### src/rtl/i2c_bitbang_master_engine_top_defines.svh
// Assertion macros for the RTL of the I2C bit-bang master engine.
// Each check is sampled on the rising edge of clk and is off while rst_n is low.
`ifndef I2C_BITBANG_MASTER_ENGINE_TOP_DEFINES_SVH
`define I2C_BITBANG_MASTER_ENGINE_TOP_DEFINES_SVH

`ifndef NO_ASSERTIONS

// Same-cycle implication
`define I2CBB_ASSERT_NOW(lbl, ante, cons, msg) \
  lbl: assert property (@(posedge clk) disable iff (!rst_n) (ante) |-> (cons)) \
    else $error(msg);

// Next-cycle implication
`define I2CBB_ASSERT_NEXT(lbl, ante, cons, msg) \
  lbl: assert property (@(posedge clk) disable iff (!rst_n) (ante) |=> (cons)) \
    else $error(msg);

`else

`define I2CBB_ASSERT_NOW(lbl, ante, cons, msg)
`define I2CBB_ASSERT_NEXT(lbl, ante, cons, msg)

`endif

`endif

### src/rtl/i2cbb_pkg.sv
`timescale 1ns / 1ps

package i2cbb_pkg;

  // Opcodes on the input beat
  localparam logic [2:0] OP_NONE     = 3'd0;
  localparam logic [2:0] OP_START    = 3'd1;
  localparam logic [2:0] OP_STOP     = 3'd2;
  localparam logic [2:0] OP_SEND     = 3'd3;
  localparam logic [2:0] OP_RECV     = 3'd4;
  localparam logic [2:0] OP_SEND_ACK = 3'd5;
  localparam logic [2:0] OP_RECV_ACK = 3'd6;

  // Steps per command
  localparam logic [4:0] LEN_START    = 5'd4;
  localparam logic [4:0] LEN_STOP     = 5'd3;
  localparam logic [4:0] LEN_SEND     = 5'd24;
  localparam logic [4:0] LEN_RECV     = 5'd25;
  localparam logic [4:0] LEN_SEND_ACK = 5'd3;
  localparam logic [4:0] LEN_RECV_ACK = 5'd4;

  // Last phase of a bit slot (send: SDA, SCL high, SCL low; receive: SCL high, read, SCL low)
  localparam logic [1:0] PHASE_LAST = 2'd2;

  localparam logic [15:0] STEP_TICKS_RESET = 16'd1;

  // Command being sequenced
  typedef enum logic [2:0] {
    CMD_IDLE     = 3'd0,
    CMD_START    = 3'd1,
    CMD_STOP     = 3'd2,
    CMD_SEND     = 3'd3,
    CMD_RECV     = 3'd4,
    CMD_SEND_ACK = 3'd5,
    CMD_RECV_ACK = 3'd6
  } cmd_state_t;

  // Pin action of one step
  typedef enum logic [1:0] {
    ACT_NONE = 2'd0,
    ACT_SDA  = 2'd1,
    ACT_SCL  = 2'd2,
    ACT_READ = 2'd3
  } act_kind_t;

  typedef struct packed {
    act_kind_t  kind;
    logic       val;
    logic [2:0] bit_pos;
  } step_act_t;

  typedef struct packed {
    logic [2:0] opcode;
    logic [7:0] tx_byte;
    logic       ack_level;
    logic       sda_in;
  } in_item_t;

  typedef struct packed {
    logic       scl_out;
    logic       sda_out;
    logic       busy_res;
    logic       done_res;
    logic [7:0] rx_byte;
    logic       ack_seen;
    logic       cmd_rejected;
  } out_item_t;

  // Map an opcode onto the command it launches; unused codes launch nothing
  function automatic cmd_state_t op_to_cmd(logic [2:0] op);
    cmd_state_t c;
    c = CMD_IDLE;
    unique case (op)
      OP_START:    c = CMD_START;
      OP_STOP:     c = CMD_STOP;
      OP_SEND:     c = CMD_SEND;
      OP_RECV:     c = CMD_RECV;
      OP_SEND_ACK: c = CMD_SEND_ACK;
      OP_RECV_ACK: c = CMD_RECV_ACK;
      default:     c = CMD_IDLE;
    endcase
    return c;
  endfunction

  function automatic logic [4:0] cmd_length(cmd_state_t c);
    logic [4:0] n;
    n = 5'd0;
    unique case (c)
      CMD_START:    n = LEN_START;
      CMD_STOP:     n = LEN_STOP;
      CMD_SEND:     n = LEN_SEND;
      CMD_RECV:     n = LEN_RECV;
      CMD_SEND_ACK: n = LEN_SEND_ACK;
      CMD_RECV_ACK: n = LEN_RECV_ACK;
      default:      n = 5'd0;
    endcase
    return n;
  endfunction

endpackage

### src/rtl/i2c_bitbang_master_engine_top.sv
`timescale 1ns / 1ps

// Channel  Ports                            Beat
// -------  -------------------------------  ---------------------------------
// input    in_valid / in_ready / in_data    one timing tick: opcode, bytes, SDA
// result   out_valid / out_ready / out_data pin levels and status after tick
// config   cfg_we / cfg_wdata               step_ticks, taken on any cfg_we
//
// One tick is taken per cycle while no result is stalled; its result appears
// in the output register on the next cycle. The sequencer state and the
// single output register set this behaviour.
// Reset is synchronous on rst_n: SCL and SDA released, sequencer idle.
// A stalled result holds the output register and drops in_ready; no tick is
// taken until the result leaves.

module i2c_bitbang_master_engine_top (
  input  logic                 clk,
  input  logic                 rst_n,
  input  logic                 in_valid,
  output logic                 in_ready,
  input  i2cbb_pkg::in_item_t  in_data,
  output logic                 out_valid,
  input  logic                 out_ready,
  output i2cbb_pkg::out_item_t out_data,
  input  logic                 cfg_we,
  input  logic [15:0]          cfg_wdata
);

  i2cbb_pkg::out_item_t res;
  logic                 accept;

  // Advance the sequencer on each accepted beat
  assign accept = in_valid && in_ready;

  i2cbb_core u_core (
    .clk       (clk),
    .rst_n     (rst_n),
    .accept    (accept),
    .in_item   (in_data),
    .cfg_we    (cfg_we),
    .cfg_wdata (cfg_wdata),
    .res       (res)
  );

  i2cbb_out_reg u_out_reg (
    .clk       (clk),
    .rst_n     (rst_n),
    .in_valid  (in_valid),
    .in_ready  (in_ready),
    .res       (res),
    .out_valid (out_valid),
    .out_ready (out_ready),
    .out_data  (out_data)
  );

endmodule

### src/rtl/i2cbb_step_dec.sv
`timescale 1ns / 1ps

module i2cbb_step_dec (
  input  i2cbb_pkg::cmd_state_t cmd,
  input  logic [4:0]            step_idx,
  input  logic [1:0]            phase,
  input  logic [2:0]            bit_idx,
  input  logic [7:0]            shift_byte,
  output i2cbb_pkg::step_act_t  act
);

  logic [2:0] bit_pos;

  // MSB goes first
  assign bit_pos = 3'd7 - bit_idx;

  // Decode the pin action of the current step
  always_comb begin
    act.kind    = i2cbb_pkg::ACT_NONE;
    act.val     = 1'b1;
    act.bit_pos = bit_pos;
    unique case (cmd)
      i2cbb_pkg::CMD_START: begin
        act.kind = step_idx[0] ? i2cbb_pkg::ACT_SCL : i2cbb_pkg::ACT_SDA;
        act.val  = (step_idx < 5'd2);
      end
      i2cbb_pkg::CMD_STOP: begin
        act.kind = (step_idx == 5'd1) ? i2cbb_pkg::ACT_SCL : i2cbb_pkg::ACT_SDA;
        act.val  = (step_idx != 5'd0);
      end
      i2cbb_pkg::CMD_SEND: begin
        if (phase == 2'd0) begin
          act.kind = i2cbb_pkg::ACT_SDA;
          act.val  = shift_byte[bit_pos];
        end else begin
          act.kind = i2cbb_pkg::ACT_SCL;
          act.val  = (phase == 2'd1);
        end
      end
      i2cbb_pkg::CMD_RECV: begin
        // Release SDA first, then clock in eight bits
        if (step_idx == 5'd0) begin
          act.kind = i2cbb_pkg::ACT_SDA;
          act.val  = 1'b1;
        end else if (phase == 2'd1) begin
          act.kind = i2cbb_pkg::ACT_READ;
        end else begin
          act.kind = i2cbb_pkg::ACT_SCL;
          act.val  = (phase == 2'd0);
        end
      end
      i2cbb_pkg::CMD_SEND_ACK: begin
        if (step_idx == 5'd0) begin
          act.kind = i2cbb_pkg::ACT_SDA;
          act.val  = shift_byte[0];
        end else begin
          act.kind = i2cbb_pkg::ACT_SCL;
          act.val  = (step_idx == 5'd1);
        end
      end
      i2cbb_pkg::CMD_RECV_ACK: begin
        if (step_idx == 5'd2) begin
          act.kind = i2cbb_pkg::ACT_READ;
        end else begin
          act.kind = (step_idx == 5'd0) ? i2cbb_pkg::ACT_SDA : i2cbb_pkg::ACT_SCL;
          act.val  = (step_idx != 5'd3);
        end
      end
      default: begin
        act.kind = i2cbb_pkg::ACT_NONE;
      end
    endcase
  end

endmodule

### src/rtl/i2cbb_core.sv
`timescale 1ns / 1ps

`include "i2c_bitbang_master_engine_top_defines.svh"

module i2cbb_core (
  input  logic                 clk,
  input  logic                 rst_n,
  input  logic                 accept,
  input  i2cbb_pkg::in_item_t  in_item,
  input  logic                 cfg_we,
  input  logic [15:0]          cfg_wdata,
  output i2cbb_pkg::out_item_t res
);

  // Sequencer state
  i2cbb_pkg::cmd_state_t cmd_r, cmd_nxt;
  logic [4:0]  idx_r, idx_nxt;
  logic [15:0] tick_r, tick_nxt;
  logic [1:0]  phase_r, phase_nxt;
  logic [2:0]  bit_r, bit_nxt;
  logic [7:0]  shift_r, shift_nxt;
  logic        scl_r, scl_nxt;
  logic        sda_r, sda_nxt;
  logic        ack_r, ack_nxt;
  logic [7:0]  rx_r, rx_nxt;
  logic [15:0] step_ticks_r;

  // Values seen by this beat once a new command is latched
  i2cbb_pkg::cmd_state_t start_cmd, eff_cmd;
  logic        starting;
  logic [4:0]  eff_idx;
  logic [15:0] eff_tick;
  logic [1:0]  eff_phase;
  logic [2:0]  eff_bit;
  logic [7:0]  eff_shift;

  logic [15:0] hold;
  logic [15:0] tick_inc;
  logic [4:0]  idx_inc;
  logic        busy;
  logic        cmd_last;
  logic        rejected;

  i2cbb_pkg::step_act_t act;

  // Zero step length counts as one tick
  assign hold = (step_ticks_r == 16'd0) ? 16'd1 : step_ticks_r;

  // Latch a new command only when idle
  always_comb begin
    start_cmd = i2cbb_pkg::op_to_cmd(in_item.opcode);
    starting  = (cmd_r == i2cbb_pkg::CMD_IDLE) && (start_cmd != i2cbb_pkg::CMD_IDLE);
    rejected  = (cmd_r != i2cbb_pkg::CMD_IDLE) && (in_item.opcode != i2cbb_pkg::OP_NONE);
    eff_cmd   = starting ? start_cmd : cmd_r;
    eff_idx   = starting ? 5'd0  : idx_r;
    eff_tick  = starting ? 16'd0 : tick_r;
    eff_phase = starting ? 2'd0  : phase_r;
    eff_bit   = starting ? 3'd0  : bit_r;
    eff_shift = shift_r;
    if (starting) begin
      priority case (start_cmd)
        i2cbb_pkg::CMD_SEND:     eff_shift = in_item.tx_byte;
        i2cbb_pkg::CMD_RECV:     eff_shift = 8'd0;
        i2cbb_pkg::CMD_SEND_ACK: eff_shift = {7'd0, in_item.ack_level};
        default:                 eff_shift = shift_r;
      endcase
    end
  end

  i2cbb_step_dec u_step_dec (
    .cmd        (eff_cmd),
    .step_idx   (eff_idx),
    .phase      (eff_phase),
    .bit_idx    (eff_bit),
    .shift_byte (eff_shift),
    .act        (act)
  );

  // Next command state: drop back to idle after the last step
  always_comb begin
    cmd_nxt = cmd_last ? i2cbb_pkg::CMD_IDLE : eff_cmd;
  end

  // Pin actions, tick and step counting, result
  always_comb begin
    scl_nxt   = scl_r;
    sda_nxt   = sda_r;
    ack_nxt   = ack_r;
    rx_nxt    = rx_r;
    shift_nxt = eff_shift;
    tick_nxt  = eff_tick;
    idx_nxt   = eff_idx;
    phase_nxt = eff_phase;
    bit_nxt   = eff_bit;
    tick_inc  = eff_tick + 16'd1;
    idx_inc   = eff_idx + 5'd1;
    busy      = (eff_cmd != i2cbb_pkg::CMD_IDLE);
    cmd_last  = 1'b0;

    if (busy) begin
      // Act on the first tick of a step
      if (eff_tick == 16'd0) begin
        unique case (act.kind)
          i2cbb_pkg::ACT_SDA: sda_nxt = act.val;
          i2cbb_pkg::ACT_SCL: scl_nxt = act.val;
          i2cbb_pkg::ACT_READ: begin
            if (eff_cmd == i2cbb_pkg::CMD_RECV) begin
              if (in_item.sda_in) begin
                shift_nxt[act.bit_pos] = 1'b1;
              end
            end else begin
              ack_nxt = in_item.sda_in;
            end
          end
          i2cbb_pkg::ACT_NONE: ;
          default: ;
        endcase
      end

      if (tick_inc >= hold) begin
        tick_nxt = 16'd0;
        // Advance the bit slot; the SDA release step of receive sits outside it
        if (!((eff_cmd == i2cbb_pkg::CMD_RECV) && (eff_idx == 5'd0))) begin
          if (eff_phase == i2cbb_pkg::PHASE_LAST) begin
            phase_nxt = 2'd0;
            bit_nxt   = eff_bit + 3'd1;
          end else begin
            phase_nxt = eff_phase + 2'd1;
          end
        end
        if (idx_inc >= i2cbb_pkg::cmd_length(eff_cmd)) begin
          cmd_last  = 1'b1;
          idx_nxt   = 5'd0;
          phase_nxt = 2'd0;
          bit_nxt   = 3'd0;
          if (eff_cmd == i2cbb_pkg::CMD_RECV) begin
            rx_nxt = shift_nxt;
          end
        end else begin
          idx_nxt = idx_inc;
        end
      end else begin
        tick_nxt = tick_inc;
      end
    end

    res.scl_out      = scl_nxt;
    res.sda_out      = sda_nxt;
    res.busy_res     = busy;
    res.done_res     = cmd_last;
    res.rx_byte      = rx_nxt;
    res.ack_seen     = ack_nxt;
    res.cmd_rejected = rejected;
  end

  // Advance state on each accepted beat
  always_ff @(posedge clk) begin
    if (!rst_n) begin
      cmd_r   <= i2cbb_pkg::CMD_IDLE;
      idx_r   <= 5'd0;
      tick_r  <= 16'd0;
      phase_r <= 2'd0;
      bit_r   <= 3'd0;
      shift_r <= 8'd0;
      scl_r   <= 1'b1;
      sda_r   <= 1'b1;
      ack_r   <= 1'b1;
      rx_r    <= 8'd0;
    end else if (accept) begin
      cmd_r   <= cmd_nxt;
      idx_r   <= idx_nxt;
      tick_r  <= tick_nxt;
      phase_r <= phase_nxt;
      bit_r   <= bit_nxt;
      shift_r <= shift_nxt;
      scl_r   <= scl_nxt;
      sda_r   <= sda_nxt;
      ack_r   <= ack_nxt;
      rx_r    <= rx_nxt;
    end
  end

  // Step length register
  always_ff @(posedge clk) begin
    if (!rst_n) begin
      step_ticks_r <= i2cbb_pkg::STEP_TICKS_RESET;
    end else if (cfg_we) begin
      step_ticks_r <= cfg_wdata;
    end
  end

  `I2CBB_ASSERT_NOW(a_idle_counters_clear, cmd_r == i2cbb_pkg::CMD_IDLE, (idx_r == 5'd0) && (tick_r == 16'd0), "idle with step or tick count left over")
  `I2CBB_ASSERT_NOW(a_step_in_range, cmd_r != i2cbb_pkg::CMD_IDLE, idx_r < i2cbb_pkg::cmd_length(cmd_r), "step index past command length")
  `I2CBB_ASSERT_NOW(a_phase_in_range, cmd_r != i2cbb_pkg::CMD_IDLE, phase_r != 2'd3, "bit slot phase out of range")
  `I2CBB_ASSERT_NEXT(a_done_goes_idle, accept && res.done_res, cmd_r == i2cbb_pkg::CMD_IDLE, "command still active after done")

endmodule

### src/rtl/i2cbb_out_reg.sv
`timescale 1ns / 1ps

module i2cbb_out_reg (
  input  logic                 clk,
  input  logic                 rst_n,
  input  logic                 in_valid,
  output logic                 in_ready,
  input  i2cbb_pkg::out_item_t res,
  output logic                 out_valid,
  input  logic                 out_ready,
  output i2cbb_pkg::out_item_t out_data
);

  logic                 out_valid_r;
  i2cbb_pkg::out_item_t out_data_r;
  logic                 load;

  // Take a new beat whenever the held result is gone or leaves now
  assign in_ready = !out_valid_r || out_ready;
  assign load     = in_valid && in_ready;

  // Hold the valid flag
  always_ff @(posedge clk) begin
    if (!rst_n) begin
      out_valid_r <= 1'b0;
    end else if (in_ready) begin
      out_valid_r <= in_valid;
    end
  end

  // Capture the result payload
  always_ff @(posedge clk) begin
    if (load) begin
      out_data_r <= res;
    end
  end

  assign out_valid = out_valid_r;
  assign out_data  = out_data_r;

endmodule

### config.mk
export PLATFORM = sky130hd
export DESIGN_NAME = i2c_bitbang_master_engine_top
export DESIGN_NICKNAME = d
export VERILOG_FILES = /design/src/rtl/i2cbb_pkg.sv /design/src/rtl/i2c_bitbang_master_engine_top.sv /design/src/rtl/i2cbb_step_dec.sv /design/src/rtl/i2cbb_core.sv /design/src/rtl/i2cbb_out_reg.sv
export VERILOG_INCLUDE_DIRS = /design/src /design/src/rtl
export SDC_FILE = /design/constraint.sdc
export NUM_CORES = 1
export LEC_CHECK = 0
export BUFFER_PORTS_ARGS = -buffer_cell sky130_fd_sc_hd__buf_2
export CORE_UTILIZATION = 40
export CTS_BUF_LIST = sky130_fd_sc_hd__clkbuf_8
export DETAILED_ROUTE_END_ITERATION = 12
export GPL_TIMING_DRIVEN = 0
export MAX_ROUTING_LAYER = met4
export PLACE_DENSITY = 0.63
export SYNTH_ARGS = -nofsm -noshare
export SYNTH_HDL_FRONTEND = slang
export SYNTH_SLANG_ARGS = --single-unit
### constraint.sdc
create_clock -name clk -period 6.2 [get_ports clk]
set_clock_uncertainty 0.15 [all_clocks]
set_input_delay 0.62 -clock clk [delete_from_list [all_inputs] [get_ports clk]]
set_output_delay 0.62 -clock clk [all_outputs]
set_load 0.05 [all_outputs]
---- Word-level counts from Yosys, hierarchy flattened ----
Cells that the tools add are included.
operators by class
  add/subtract/negate cells ............... 5
  $lt $le $gt $ge ......................... 5
  eq/ne operators ......................... 23
  multiplexer cells ....................... 66
  bitwise gates (word level) .............. 1
  reductions and logical operators ........ 19
operators by type and width
  kind                                           count
  2-to-1 mux 8 bit                               10
  2-to-1 mux 16 bit                              4
  2-to-1 mux 3 bit                               11
  logical NOT 16 bit                             2
  2-to-1 mux 5 bit                               6
  == test 3 bit, second input constant           8
  case mux 8 bit (3 select lines)                1
  2-to-1 mux 2 bit                               10
  case mux 5 bit (4 select lines)                1
  2-to-1 mux 1 bit                               18
  case mux 3 bit (6 select lines)                1
  adder 16 x 1 -> 16 bit, second input constant  1
  >= comparator 16 bit                           1
  == test 3 x 2 -> 1 bit, second input constant  5
  case mux 2 bit (6 select lines)                1
  nonzero test 3 bit                             4
  bitwise OR 8 bit                               1
  == test 2 bit, second input constant           3
  == test 3 x 1 -> 1 bit, second input constant  2
  case mux 1 bit (6 select lines)                1
  adder 5 x 1 -> 5 bit, second input constant    1
  == test 5 x 1 -> 1 bit, second input constant  1
  == test 5 x 2 -> 1 bit, second input constant  1
  >= comparator 5 bit                            1
  18 further kinds                               24
storage, ports and cells
  bits in registers ....................... 79
  logic and storage cells ................. 138

---- Depth between registers and ports, before layout ----
Gate-level depths: netlist (run 1).
  word-level depth ........................ 19
  mapped depth ............................ 23
  depth with buffers taken out ............ 17

---- Modules after synthesis ----
A second synthesis (run 1) with hierarchy kept.
unflattened totals
  cell total of the unflattened synthesis .. 594
  area, all modules ....................... 4954.8 um2
by module, submodules not included
  module                         instances  cells each  area each (um2)  sequential area each (um2)
  i2cbb_core                     1          533         4174.0           1281.2
  i2cbb_out_reg                  1          19          478.0            440.4
  i2cbb_step_dec                 1          41          296.5            0.0
  i2c_bitbang_master_engine_top  1          1           6.3              0.0

---- Least setup slack after synthesis (run 1) ----
No wires, ideal clock.
  path type ............................... input to register
  from .................................... input in_data[10] (netlist bit)
  to ...................................... register u_core.rx_r[0]
  setup time .............................. 86 ps
  data arrival time ....................... 5361 ps
  data required time ...................... 5964 ps
  path slack .............................. 604 ps
  stages .................................. 21
  buffers on the path ..................... 4
  cells stage by stage .................... nor3_2 -> or3_4 -> buf_2 -> clkbuf_1 -> clkbuf_1 -> nand2_1 -> inv_1 -> ha_1 -> nand2_1 -> nor4_1 -> nand3_1 -> mux2i_1 -> ha_1 -> a21o_1 -> a21oi_1 -> nand4_1 -> a2111oi_2 -> nor4_1 -> and2_1 -> buf_1 -> a211oi_1
between the ends
  word-level cells in the longest chain between the ends .. 19
ends and longest elaborated chain
  item                                                                                                      line                                 source
  from (decl)                                                                                               i2c_bitbang_master_engine_top.sv:21  input i2cbb_pkg::in_item_t in_data,
  == test 3 bit, or another cell as far along                                                               i2cbb_pkg.sv:73                      unique case (op)
  case mux 3 bit (6 select lines) (*)                                                                       i2cbb_pkg.sv:73
  nonzero test 3 bit                                                                                        i2cbb_core.sv:52                     starting = (cmd_r == i2cbb_pkg::CMD_IDLE) && (start_cmd != i2cbb_pkg::CMD_IDLE);
  logical AND 1 bit                                                                                         i2cbb_core.sv:52
  2-to-1 mux 3 bit                                                                                          i2cbb_core.sv:58                     eff_bit = starting ? 3'd0 : bit_r;
  subtractor 3 bit                                                                                          i2cbb_step_dec.sv:15                 assign bit_pos = 3'd7 - bit_idx;
  < comparator 3 x 4 -> 1 bit (not written as such) / >= comparator 3 x 1 -> 1 bit (equally long branches)  i2cbb_core.sv:109                    shift_nxt[act.bit_pos] = 1'b1;
  logical AND 1 bit (not written as such)                                                                   i2cbb_core.sv:109
  [3 not listed]                                                                                            -
  2-to-1 mux 8 bit                                                                                          i2cbb_core.sv:108                    if (in_item.sda_in) begin
  2-to-1 mux 8 bit                                                                                          i2cbb_core.sv:107                    if (eff_cmd == i2cbb_pkg::CMD_RECV) begin
  2-to-1 mux 8 bit                                                                                          i2cbb_core.sv:103                    unique case (act.kind)
  2-to-1 mux 8 bit                                                                                          i2cbb_core.sv:102                    if (eff_tick == 16'd0) begin
  2-to-1 mux 8 bit                                                                                          i2cbb_core.sv:136                    if (eff_cmd == i2cbb_pkg::CMD_RECV) begin
  2-to-1 mux 8 bit                                                                                          i2cbb_core.sv:131                    if (idx_inc >= i2cbb_pkg::cmd_length(eff_cmd)) begin
  2-to-1 mux 8 bit                                                                                          i2cbb_core.sv:120                    if (tick_inc >= hold) begin
  2-to-1 mux 8 bit (*)                                                                                      i2cbb_core.sv:100                    if (busy) begin
  to (signal assigned)                                                                                      i2cbb_core.sv:179                    rx_r <= rx_nxt;
  to (decl)                                                                                                 i2cbb_core.sv:25                     logic [7:0] rx_r, rx_nxt;
Mark *: on every way between the ends. The rest lies on a longest branch, timed or not. The select of a mux whose other input is x is not followed.
A chain may end at the register's enable or synchronous reset.

---- Worst setup path in the final report (run 1) ----
  from .................................... input in_data[11] (netlist bit)
  to ...................................... register u_core.rx_r[5]
Same word-level chain as after synthesis.

==> results.ini, run 1 <==
[floorplan]
std_cell_rows = 40
num_io_pins = 50
die_h_um = 115
start_util = 0.417
die_w_um = 115
die_area_um2 = 13200
coreArea_um2 = 12200

[critical_path]
end_kind = flop
crit_arrival_ns = 5.68
path_class = primary input to flop
cp_cell_sequence = buf_2, and3_1, clkbuf_1, or3_4, nand2_1, inv_1, ha_1, nand2_1, nor4_2, xnor2_1, ha_1, and3_1, nand3_1, nor3_1, a2111oi_4, buf_4, buf_4, nor4_4, clkbuf_1, a21oi_1, a211oi_1
cp-start-kind = primary input
cp.required_ns = 6.34
critPathSlowestCell = or3_4
path_max_fanout = 31
slowest_delay_ns = 0.45

[synth]
ys_seq_area_frac = 0.338
syn_nets = 701
synth_edf_count = 14
yosys_register_bits = 79
ys.flop_type = dfxtp_1
yosysUniqueCellTypes = 66
syn_inst = 640
synth_area_um2 = 5090
avgSynthCellArea_um2 = 7.95
yosysWarnings = 0
ys_async_sr_fraction = 0

[finish]
n_fill_cell = 1239
nNetsFinal = 760
antennaDiodeCount = 0
design_area_um2 = 5790
drive_gt1_frac = 0.124
multi_input_area_um2 = 3120
area_delta_synth_final_pct = 13.7
final-seq-area_um2 = 1720

[sta]
setup_viol = 0
drv_slew = 0
relSlewSlack = 0.258
period_needed_ns = 5.54
rsz0062_at_grt = false
final.setup.worst_slack_ns = 0.659
hold_viol_final = 0
finalSetupTns_ns = 0
period_share = 0.894
max_freq_mhz = 180
worst_pin_slew_ns = 1.11

[detailed_routing]
vias = 5036
drcViolationCount = 0
drt_iter0_markers = 410
viasPerCell = 5.78
ant_nets = 0
wl_per_cell_um = 16.7
dr.pass1.iters = 4
drt_wl_total_um = 14500

[clock_tree]
cts.path.max_buffers = 2
holdBufCountCts = 0
cts_tree = yes
cts_root_buffer = clkbuf_8
path_clk_slew_ns = 0.09
clkLatencyLatePin_ns = 0.38
cts_num_sinks = 79
cts-buffers-inserted = 9
ctsHtreeMaxLevel = 3

[global_route]
grt_max_degree = 24
grt_use_total = 0.238
gr-total-overflow = 0
antenna_found_initial = 0
grt_pass1_wl_um = 23600
grt_pass1_vias = 4713

[place]
place_hpwl_um = 10900
gp_congestion = 0.882
dp_slack_ns = -1.31
io_buffers = 48
postPlaceCellArea_um2 = 5540

[min_path]
hold_path_class = primary input to flop

[run_status]
status = complete, no violations

[pwr]
power.density_nw_per_um2 = 221
worst_ir_drop_vdd_mv = 0.107
p_leak_nw = 2.25

[run]
drv_cap = 0

final cells by class:
| cell class | count | area share |
|---|---|---|
| Multi-Input combinational cell | 486 | 0.539 |
| Inverter | 35 | 0.0227 |
| Clock buffer | 10 | 0.0238 |
| Sequential cell | 79 | 0.297 |
| Buffer | 37 | 0.0246 |
| Tap cell | 168 | 0.0363 |
| Clock inverter | 6 | 0.0106 |
| Timing Repair Buffer | 51 | 0.0454 |
worst paths after layout:
kind / end / slack (ns) / startpoint / depth (start not counted)
max: u_core.rx_r[5]$_SDFFE_PN0P_ / 0.66 / in_data[11] / 21
min: u_core.step_ticks_r[0]$_SDFFE_PN1P_ / 0.31 / cfg_wdata[0] / 3
max reg2reg: u_core.rx_r[5]$_SDFFE_PN0P_ / 0.68 / u_core.cmd_r[0]$_SDFFE_PN0P_ / 17
min reg2reg: u_core.tick_r[1]$_SDFFE_PN0P_ / 0.32 / u_core.tick_r[1]$_SDFFE_PN0P_ / 2
cells in the mapped netlist, types with 6 or more instances:
cell type  count  area share
o21a_1         9       0.013
a21oi_1       63       0.062
o21ai_0       31       0.030
inv_1         33       0.024
xor2_1         7       0.012
nor3_1        13       0.013
edfxtp_1      14       0.083
o31ai_1        6      0.0088
a211oi_1       9       0.013
xnor2_1        6       0.010
nand2_1       56       0.041
mux2i_1       20       0.039
nor2_1        60       0.044
clkbuf_1      34       0.025
o22ai_1        6      0.0074
ha_1          27       0.066
or2_2          6      0.0074
and3_1         7      0.0086
nand3_1       42       0.041
dfxtp_1       65        0.26
nor4_1         9       0.011
and2_1        10       0.012
a32oi_1       10       0.017
a31oi_1       10       0.012
where the power goes:
group / internal, mW / total (mW) / leakage, nW / switching (mW)
combinational: 0.100 / 0.314 / 1.48 / 0.214
sequential: 0.545 / 0.559 / 0.663 / 0.0141
clock: 0.197 / 0.406 / 0.108 / 0.209
timing repair:
item,CTS,global route
pin swaps,1,1
buffers inserted,0,3
endpoints found under the setup margin,46,37
resized for setup,4,1
hold endpoints to repair,0,0
kinds of logic (layout without fill, tap and decap cells):
group,after synthesis,in the layout,synth area share
and+or+nand+nor,237,237,0.229
AOI/OAI and AO/OA,187,187,0.242
DFF,79,79,0.338
buffers and inverters,75,139,0.0563
adders and majority gates,27,27,0.0664
muxes,22,22,0.0460
xor gates and xnor gates,13,13,0.0224
routing by layer:
metal  part of all wire  vias to the layer above  GRT usage
li1                   -                     2460          -
met1               0.46                     2376      0.304
met2               0.45                      177      0.371
met3              0.061                       23     0.0406
met4              0.024                        0      0.101
met5                  0                        -          -
critical path: cells and delay by family:
kind                       cells  cell delay (ns)
AOI/OAI and AO/OA              3             0.48
xor gates and xnor gates       1             0.16
and+or+nand+nor                9             2.42
buffers and inverters          6             1.36
adders and majority gates      2             0.59
layout by cell type, fill, tap and decap left out, types with 10 or more instances in the layout:
cell	instances
a21oi_1	63
a31oi_1	10
a32oi_1	10
and2_1	10
buf_2	51
clkbuf_1	32
clkbuf_8	10
dfxtp_1	65
edfxtp_1	14
ha_1	27
inv_1	34
mux2i_1	20
nand2_1	56
nand3_1	42
nor2_1	60
nor3_1	13
o21ai_0	31
flip-flops by register name, indices dropped and copies added (netlist names), 2 cells and up:
| name | cells |
|---|---|
| u_out_reg.out_data | 14 |
| u_core.bit_r | 3 |
| u_core.rx_r | 8 |
| u_core.shift_r | 8 |
| u_core.cmd_r | 3 |
| u_core.idx_r | 5 |
| u_core.step_ticks_r | 16 |
| u_core.phase_r | 2 |
| u_core.tick_r | 16 |
stage by stage:
stage / power (mW) / hold WS [ns] / std cells / utilization
after global routing: 1.34 / 0.305 / 872 / 0.474
after global placement: 0.869 / 0.299 / 856 / 0.454
after floorplan: 0.782 / 0.286 / 640 / -
after CTS: 1.27 / 0.304 / 871 / 0.472
final: 1.28 / 0.309 / 872 / 0.474
after detailed placement: 0.873 / 0.309 / 856 / 0.454
Power figures use the tool's default switching activity.
==> run 2, diff against run 1 <==
- CTS_BUF_LIST: sky130_fd_sc_hd__clkbuf_8 -> default
==> run 2 against run 1 <==
Power is 10% higher. Highest routed layer unchanged. Critical path type unchanged. Worst hold slack improved by 0.0082 ns. Register-to-register slack lost 0.09 ns. Final cell count did not move. Wire length grew 1.4%. Utilization is 0.77 points higher. Count of clock-buffer cells in the layout increased by 2. Largest cell class unchanged. First-iteration DRC count increased by 14%. Flip-flop and latch count did not move.
==> results.ini, run 2 (synthesis gave the netlist of run 1 again) <==
[detailed_routing]
dr.pass1.iters = 4  ; unchanged
viasPerCell = 5.82  ; +0.73%
wl_per_cell_um = 16.9  ; +1.4%
ant_nets = 0  ; unchanged
drcViolationCount = 0  ; unchanged
drt_iter0_markers = 466  ; +14%
drt_wl_total_um = 14700  ; +1.4%
vias = 5073  ; +0.73%

[pwr]
power.density_nw_per_um2 = 239  ; +8.4%
worst_ir_drop_vdd_mv = 0.0974  ; -8.9%
finalPower_mw = 1.41  ; +10%
p_leak_nw = 2.29  ; +1.8%

[sta]
drv_slew = 0  ; unchanged
hold_viol_final = 0  ; unchanged
finalSetupTns_ns = 0  ; unchanged
period_share = 0.924  ; +0.0305
final.setup.worst_slack_ns = 0.470  ; -0.189 ns
max_freq_mhz = 175  ; -3.3%
rsz0062_at_grt = false
relSlewSlack = 0.255  ; -0.00300
setup_viol = 0  ; unchanged
worst_pin_slew_ns = 1.12  ; +0.00449 ns
period_needed_ns = 5.73  ; +0.189 ns

[critical_path]
cp-start-kind = primary input
critPathSlowestCell = buf_2
cp_top_family = simple AND/OR/NAND/NOR gates
slowest_delay_ns = 0.44  ; about the same
cp_cell_sequence = buf_2, and3_1, clkbuf_1, or3_4, buf_2, nand2_1, inv_1, ha_1, nand2_1, nor4_2, nand3_1, mux2i_1, ha_1, a21o_1, a21oi_1, nand4_1, a2111oi_4, or2_2, buf_2, buf_2, nand3_1, a21oi_1
cp_num_buf_inv = 6  ; unchanged
end_kind = flop
crit_arrival_ns = 5.86  ; +0.18 ns
cpMostUsedCell = buf_2
path_class = primary input to flop
cp.required_ns = 6.33  ; about the same
path_max_fanout = 28  ; -9.7%

[global_route]
grt_max_degree = 24  ; unchanged
grt_pass1_vias = 4742  ; +0.62%
antenna_found_initial = 0  ; unchanged
gr-total-overflow = 0  ; unchanged
grt_pass1_wl_um = 23900  ; +0.94%
grt_use_total = 0.239  ; +0.00163

[floorplan]
die_w_um = 115  ; unchanged
coreArea_um2 = 12200  ; unchanged
die_area_um2 = 13200  ; unchanged
die_h_um = 115  ; unchanged
num_io_pins = 50  ; unchanged
std_cell_rows = 40  ; unchanged
start_util = 0.417  ; unchanged

[clock_tree]
clkLatencyLatePin_ns = 0.35  ; -0.03 ns
cts_tree = yes
holdBufCountCts = 0  ; unchanged
cts_num_sinks = 79  ; unchanged
cts-buffers-inserted = 9  ; unchanged
ctsHtreeMaxLevel = 3  ; unchanged
cts_root_buffer = clkbuf_16
path_clk_slew_ns = 0.06  ; -0.03 ns
cts.path.max_buffers = 2  ; unchanged

[finish]
nNetsFinal = 760  ; unchanged
final_common_cell = dfxtp_1
area_delta_synth_final_pct = 15.6
drive_gt1_frac = 0.124  ; unchanged
mostFrequentLayoutCells = 65 x dfxtp_1, 63 x a21oi_1, 60 x nor2_1
antennaDiodeCount = 0  ; unchanged
fin_util = 0.482  ; +0.00768

[run]
drv_cap = 0  ; unchanged

[place]
io_buffers = 48  ; unchanged
place_hpwl_um = 10900  ; unchanged
dp_slack_ns = -1.31  ; unchanged
gp_congestion = 0.882  ; unchanged

[min_path]
hold_path_class = flop to flop

[run_status]
status = complete, no violations

-- run 2: path summary, 6_finish.rpt --
check | cells past startpoint | startpoint | slack (ns) | to
setup / recovery | 22 | in_data[11] | 0.47 | u_core.tick_r[6]$_SDFFE_PN0P_
hold reg to reg | 2 | u_core.tick_r[1]$_SDFFE_PN0P_ | 0.32 | u_core.tick_r[1]$_SDFFE_PN0P_
setup reg to reg | 21 | u_core.cmd_r[0]$_SDFFE_PN0P_ | 0.59 | u_core.tick_r[6]$_SDFFE_PN0P_
hold / removal | 2 | u_core.tick_r[1]$_SDFFE_PN0P_ | 0.32 | u_core.tick_r[1]$_SDFFE_PN0P_
-- run 2: worst min-delay path, delay by kind of cell, from the launching register on --
kind             cells  cell delay (ns)
AND/OR/NAND/NOR      1             0.05
flip-flops           1             0.32
AO/OA/AOI/OAI        1             0.05
-- run 2: per-stage QoR --
stage / instances / area [µm²] / hold WS, ns
CTS: 873 / 5890 / 0.317
floorplan: 640 / 5090 / 0.286
detailed placement: 856 / 5540 / 0.309
global placement: 856 / 5540 / 0.299
global route: 872 / 5880 / 0.334
finish: 872 / 5880 / 0.317
-- run 2: repair_timing --
item,CTS,global route
setup buffers,2,0
gates resized for setup,5,0
pin swaps,1,0
hold endpoints to repair,0,0
setup endpoints to repair,46,19
-- run 2: area by class of cell --
cell class	instances	area, µm²
buffer	38	148
inverter	35	131
sequential	79	1720
clock inverter	4	27.5
clock buffer	12	268
multi-input combinational	486	3120
tap	168	210
fill	1237	6330
timing repair buffer	50	255
-- run 2: power by group --
part	switching, mW	total, mW	internal [mW]
Clock	0.226	0.534	0.308
Sequential	0.0140	0.560	0.546
Combinational	0.216	0.315	0.0993
Total	0.456	1.41	0.952
-- run 2: metal layers --
layer  vias to the layer above  wire length (µm)  global-route usage  part of all wire
met3                        22               817              0.0401             0.055
met2                       169              6790               0.380              0.46
met5                         -                 0                   -                 0
met4                         0               273              0.0892             0.019
li1                       2459                 -                   -                 -
met1                      2423              6860               0.306              0.47
==> run 3, diff against run 2 <==
- CORE_MARGIN: default -> 3
==> run 3 against run 2 <==
Global-route usage down 2.4 points. Clock power down 3%. Critical path depth down 1. Largest cell class unchanged. Worst hold slack worse by 0.0044 ns. Via count up 0.18%. Wire length down 0.92%. Flip-flop and latch count unchanged. Combinational power about the same.
==> results.ini, run 3 (synthesis gave the netlist of run 1 again) <==
[critical_path]
path_class = primary input to flop
crit_arrival_ns = 5.74  ; -0.12 ns
path_max_fanout = 31  ; +11%
cp.required_ns = 6.30  ; -0.03 ns
end_kind = flop
cp-start-kind = primary input

[sta]
drv_slew = 0  ; unchanged
period_share = 0.909  ; -0.0147
rsz0062_at_grt = false
hold_viol_final = 0  ; unchanged
max_freq_mhz = 177  ; +1.6%
hold_ws_ns = 0.313  ; -0.00437 ns
period_needed_ns = 5.64  ; -0.0912 ns
relSlewSlack = 0.228  ; -0.0268
worst_pin_slew_ns = 1.16  ; +0.0402 ns
setup_viol = 0  ; unchanged

[pwr]
finalPower_mw = 1.39  ; -1.1%
power.density_nw_per_um2 = 237  ; -1.0%
p_leak_nw = 2.28  ; -0.25%
worst_ir_drop_vdd_mv = 0.132  ; +35%

[finish]
nNetsFinal = 760  ; unchanged
n_fill_cell = 1234  ; -0.24%
area_delta_synth_final_pct = 15.4
fin_util = 0.481  ; -0.000615
antennaDiodeCount = 0  ; unchanged
final_cells = 872  ; unchanged
mostFrequentLayoutCells = 65 x dfxtp_1, 63 x a21oi_1, 60 x nor2_1
drive_gt1_frac = 0.122  ; -0.00142
final_common_cell = dfxtp_1

[detailed_routing]
wl_per_cell_um = 16.8  ; -0.92%
drt_wl_total_um = 14600  ; -0.92%
drcViolationCount = 0  ; unchanged
ant_nets = 0  ; unchanged
vias = 5082  ; +0.18%
dr.pass1.iters = 5  ; +1
drt_iter0_markers = 472  ; +1.3%
viasPerCell = 5.83  ; +0.18%

[floorplan]
start_util = 0.417  ; unchanged
die_w_um = 119  ; +3.5%
num_io_pins = 50  ; unchanged
std_cell_rows = 40  ; unchanged
die_area_um2 = 14100  ; +7.1%
coreArea_um2 = 12200  ; unchanged
die_h_um = 119  ; +3.5%

[place]
io_buffers = 48  ; unchanged
gp_congestion = 0.930  ; +5.4%
dpl.cell_count = 856  ; unchanged
place_hpwl_um = 10900  ; about the same

[global_route]
grt_max_degree = 24  ; unchanged
grt_pass1_wl_um = 23900  ; about the same
gr-total-overflow = 0  ; unchanged
grt_pass1_vias = 4708  ; -0.72%
grt_use_total = 0.215  ; -0.0243
antenna_found_initial = 0  ; unchanged

[clock_tree]
holdBufCountCts = 0  ; unchanged
cts.path.max_buffers = 2  ; unchanged
ctsHtreeMaxLevel = 3  ; unchanged
cts_tree = yes
cts_num_sinks = 79  ; unchanged
clkLatencyLatePin_ns = 0.35  ; about the same
cts_root_buffer = clkbuf_16
cts-buffers-inserted = 9  ; unchanged
path_clk_slew_ns = 0.06  ; about the same

[min_path]
hold_path_class = flop to flop

[run_status]
status = complete, no violations

[run]
drv_cap = 0  ; unchanged

## run 3: path summary, 6_finish.rpt
kind / depth (start not counted) / end / startpoint / slack [ns]
hold reg to reg: 2 / u_core.tick_r[1]$_SDFFE_PN0P_ / u_core.tick_r[1]$_SDFFE_PN0P_ / 0.31
setup reg to reg: 17 / u_core.rx_r[3]$_SDFFE_PN0P_ / u_core.cmd_r[0]$_SDFFE_PN0P_ / 0.57
hold / removal: 2 / u_core.tick_r[1]$_SDFFE_PN0P_ / u_core.tick_r[1]$_SDFFE_PN0P_ / 0.31
setup / recovery: 21 / u_core.rx_r[3]$_SDFFE_PN0P_ / in_data[11] / 0.56
## run 3: critical path, stage by stage
cell and delay (ns):
buf_2 0.15, and3_1 0.16, clkbuf_1 0.39, or3_4 0.44, nand2_1 0.16, inv_1 0.13
ha_1 0.24, nand2_1 0.15, nor4_2 0.45, xnor2_1 0.15, ha_1 0.34, and3_1 0.21
nand3_1 0.12, nor3_1 0.40, a2111oi_4 0.13, buf_4 0.18, buf_4 0.15, nor4_4 0.43
clkbuf_1 0.37, a21oi_1 0.12, a211oi_1 0.24
## run 3: area by class of cell
| cell class | instances | area, µm² | area share |
|---|---|---|---|
| buffer | 37 | 143 | 0.0243 |
| clock buffer | 12 | 258 | 0.0439 |
| clock inverter | 4 | 27.5 | 0.00468 |
| inverter | 35 | 131 | 0.0224 |
| multi-input combinational | 486 | 3120 | 0.531 |
| sequential | 79 | 1720 | 0.293 |
| tap | 168 | 210 | 0.0358 |
| timing repair buffer | 51 | 263 | 0.0447 |
## run 3: metal layers
metal	GRT usage	wire length, µm	up-vias
met1	0.283	6640	2394
met4	0.0804	280	0
met5	-	0	-
met3	0.0399	941	22
met2	0.331	6740	212
li1	-	-	2454
## run 3: repair_timing
action	CTS	global route
cloned	0	0
endpoints found under the setup margin	46	27
setup buffers	3	0
pin swaps	1	0
gates resized for setup	5	0
## run 3: metrics by stage
step / setup WS, ns / TNS, ns / cell area (µm²)
after floorplan: 0.604 / 0 / 5090
after detailed placement: -1.25 / -47.81 / 5540
after global routing: 0.193 / 0 / 5880
after CTS: 0.122 / 0 / 5890
final: 0.561 / 0 / 5880
after global placement: -1.19 / -46.53 / 5540
## run 3: report_power, final
group | switching, mW | total, mW | internal (mW)
Combinational | 0.214 | 0.314 | 0.0995
Sequential | 0.0142 | 0.560 | 0.546
Clock | 0.222 | 0.519 | 0.297
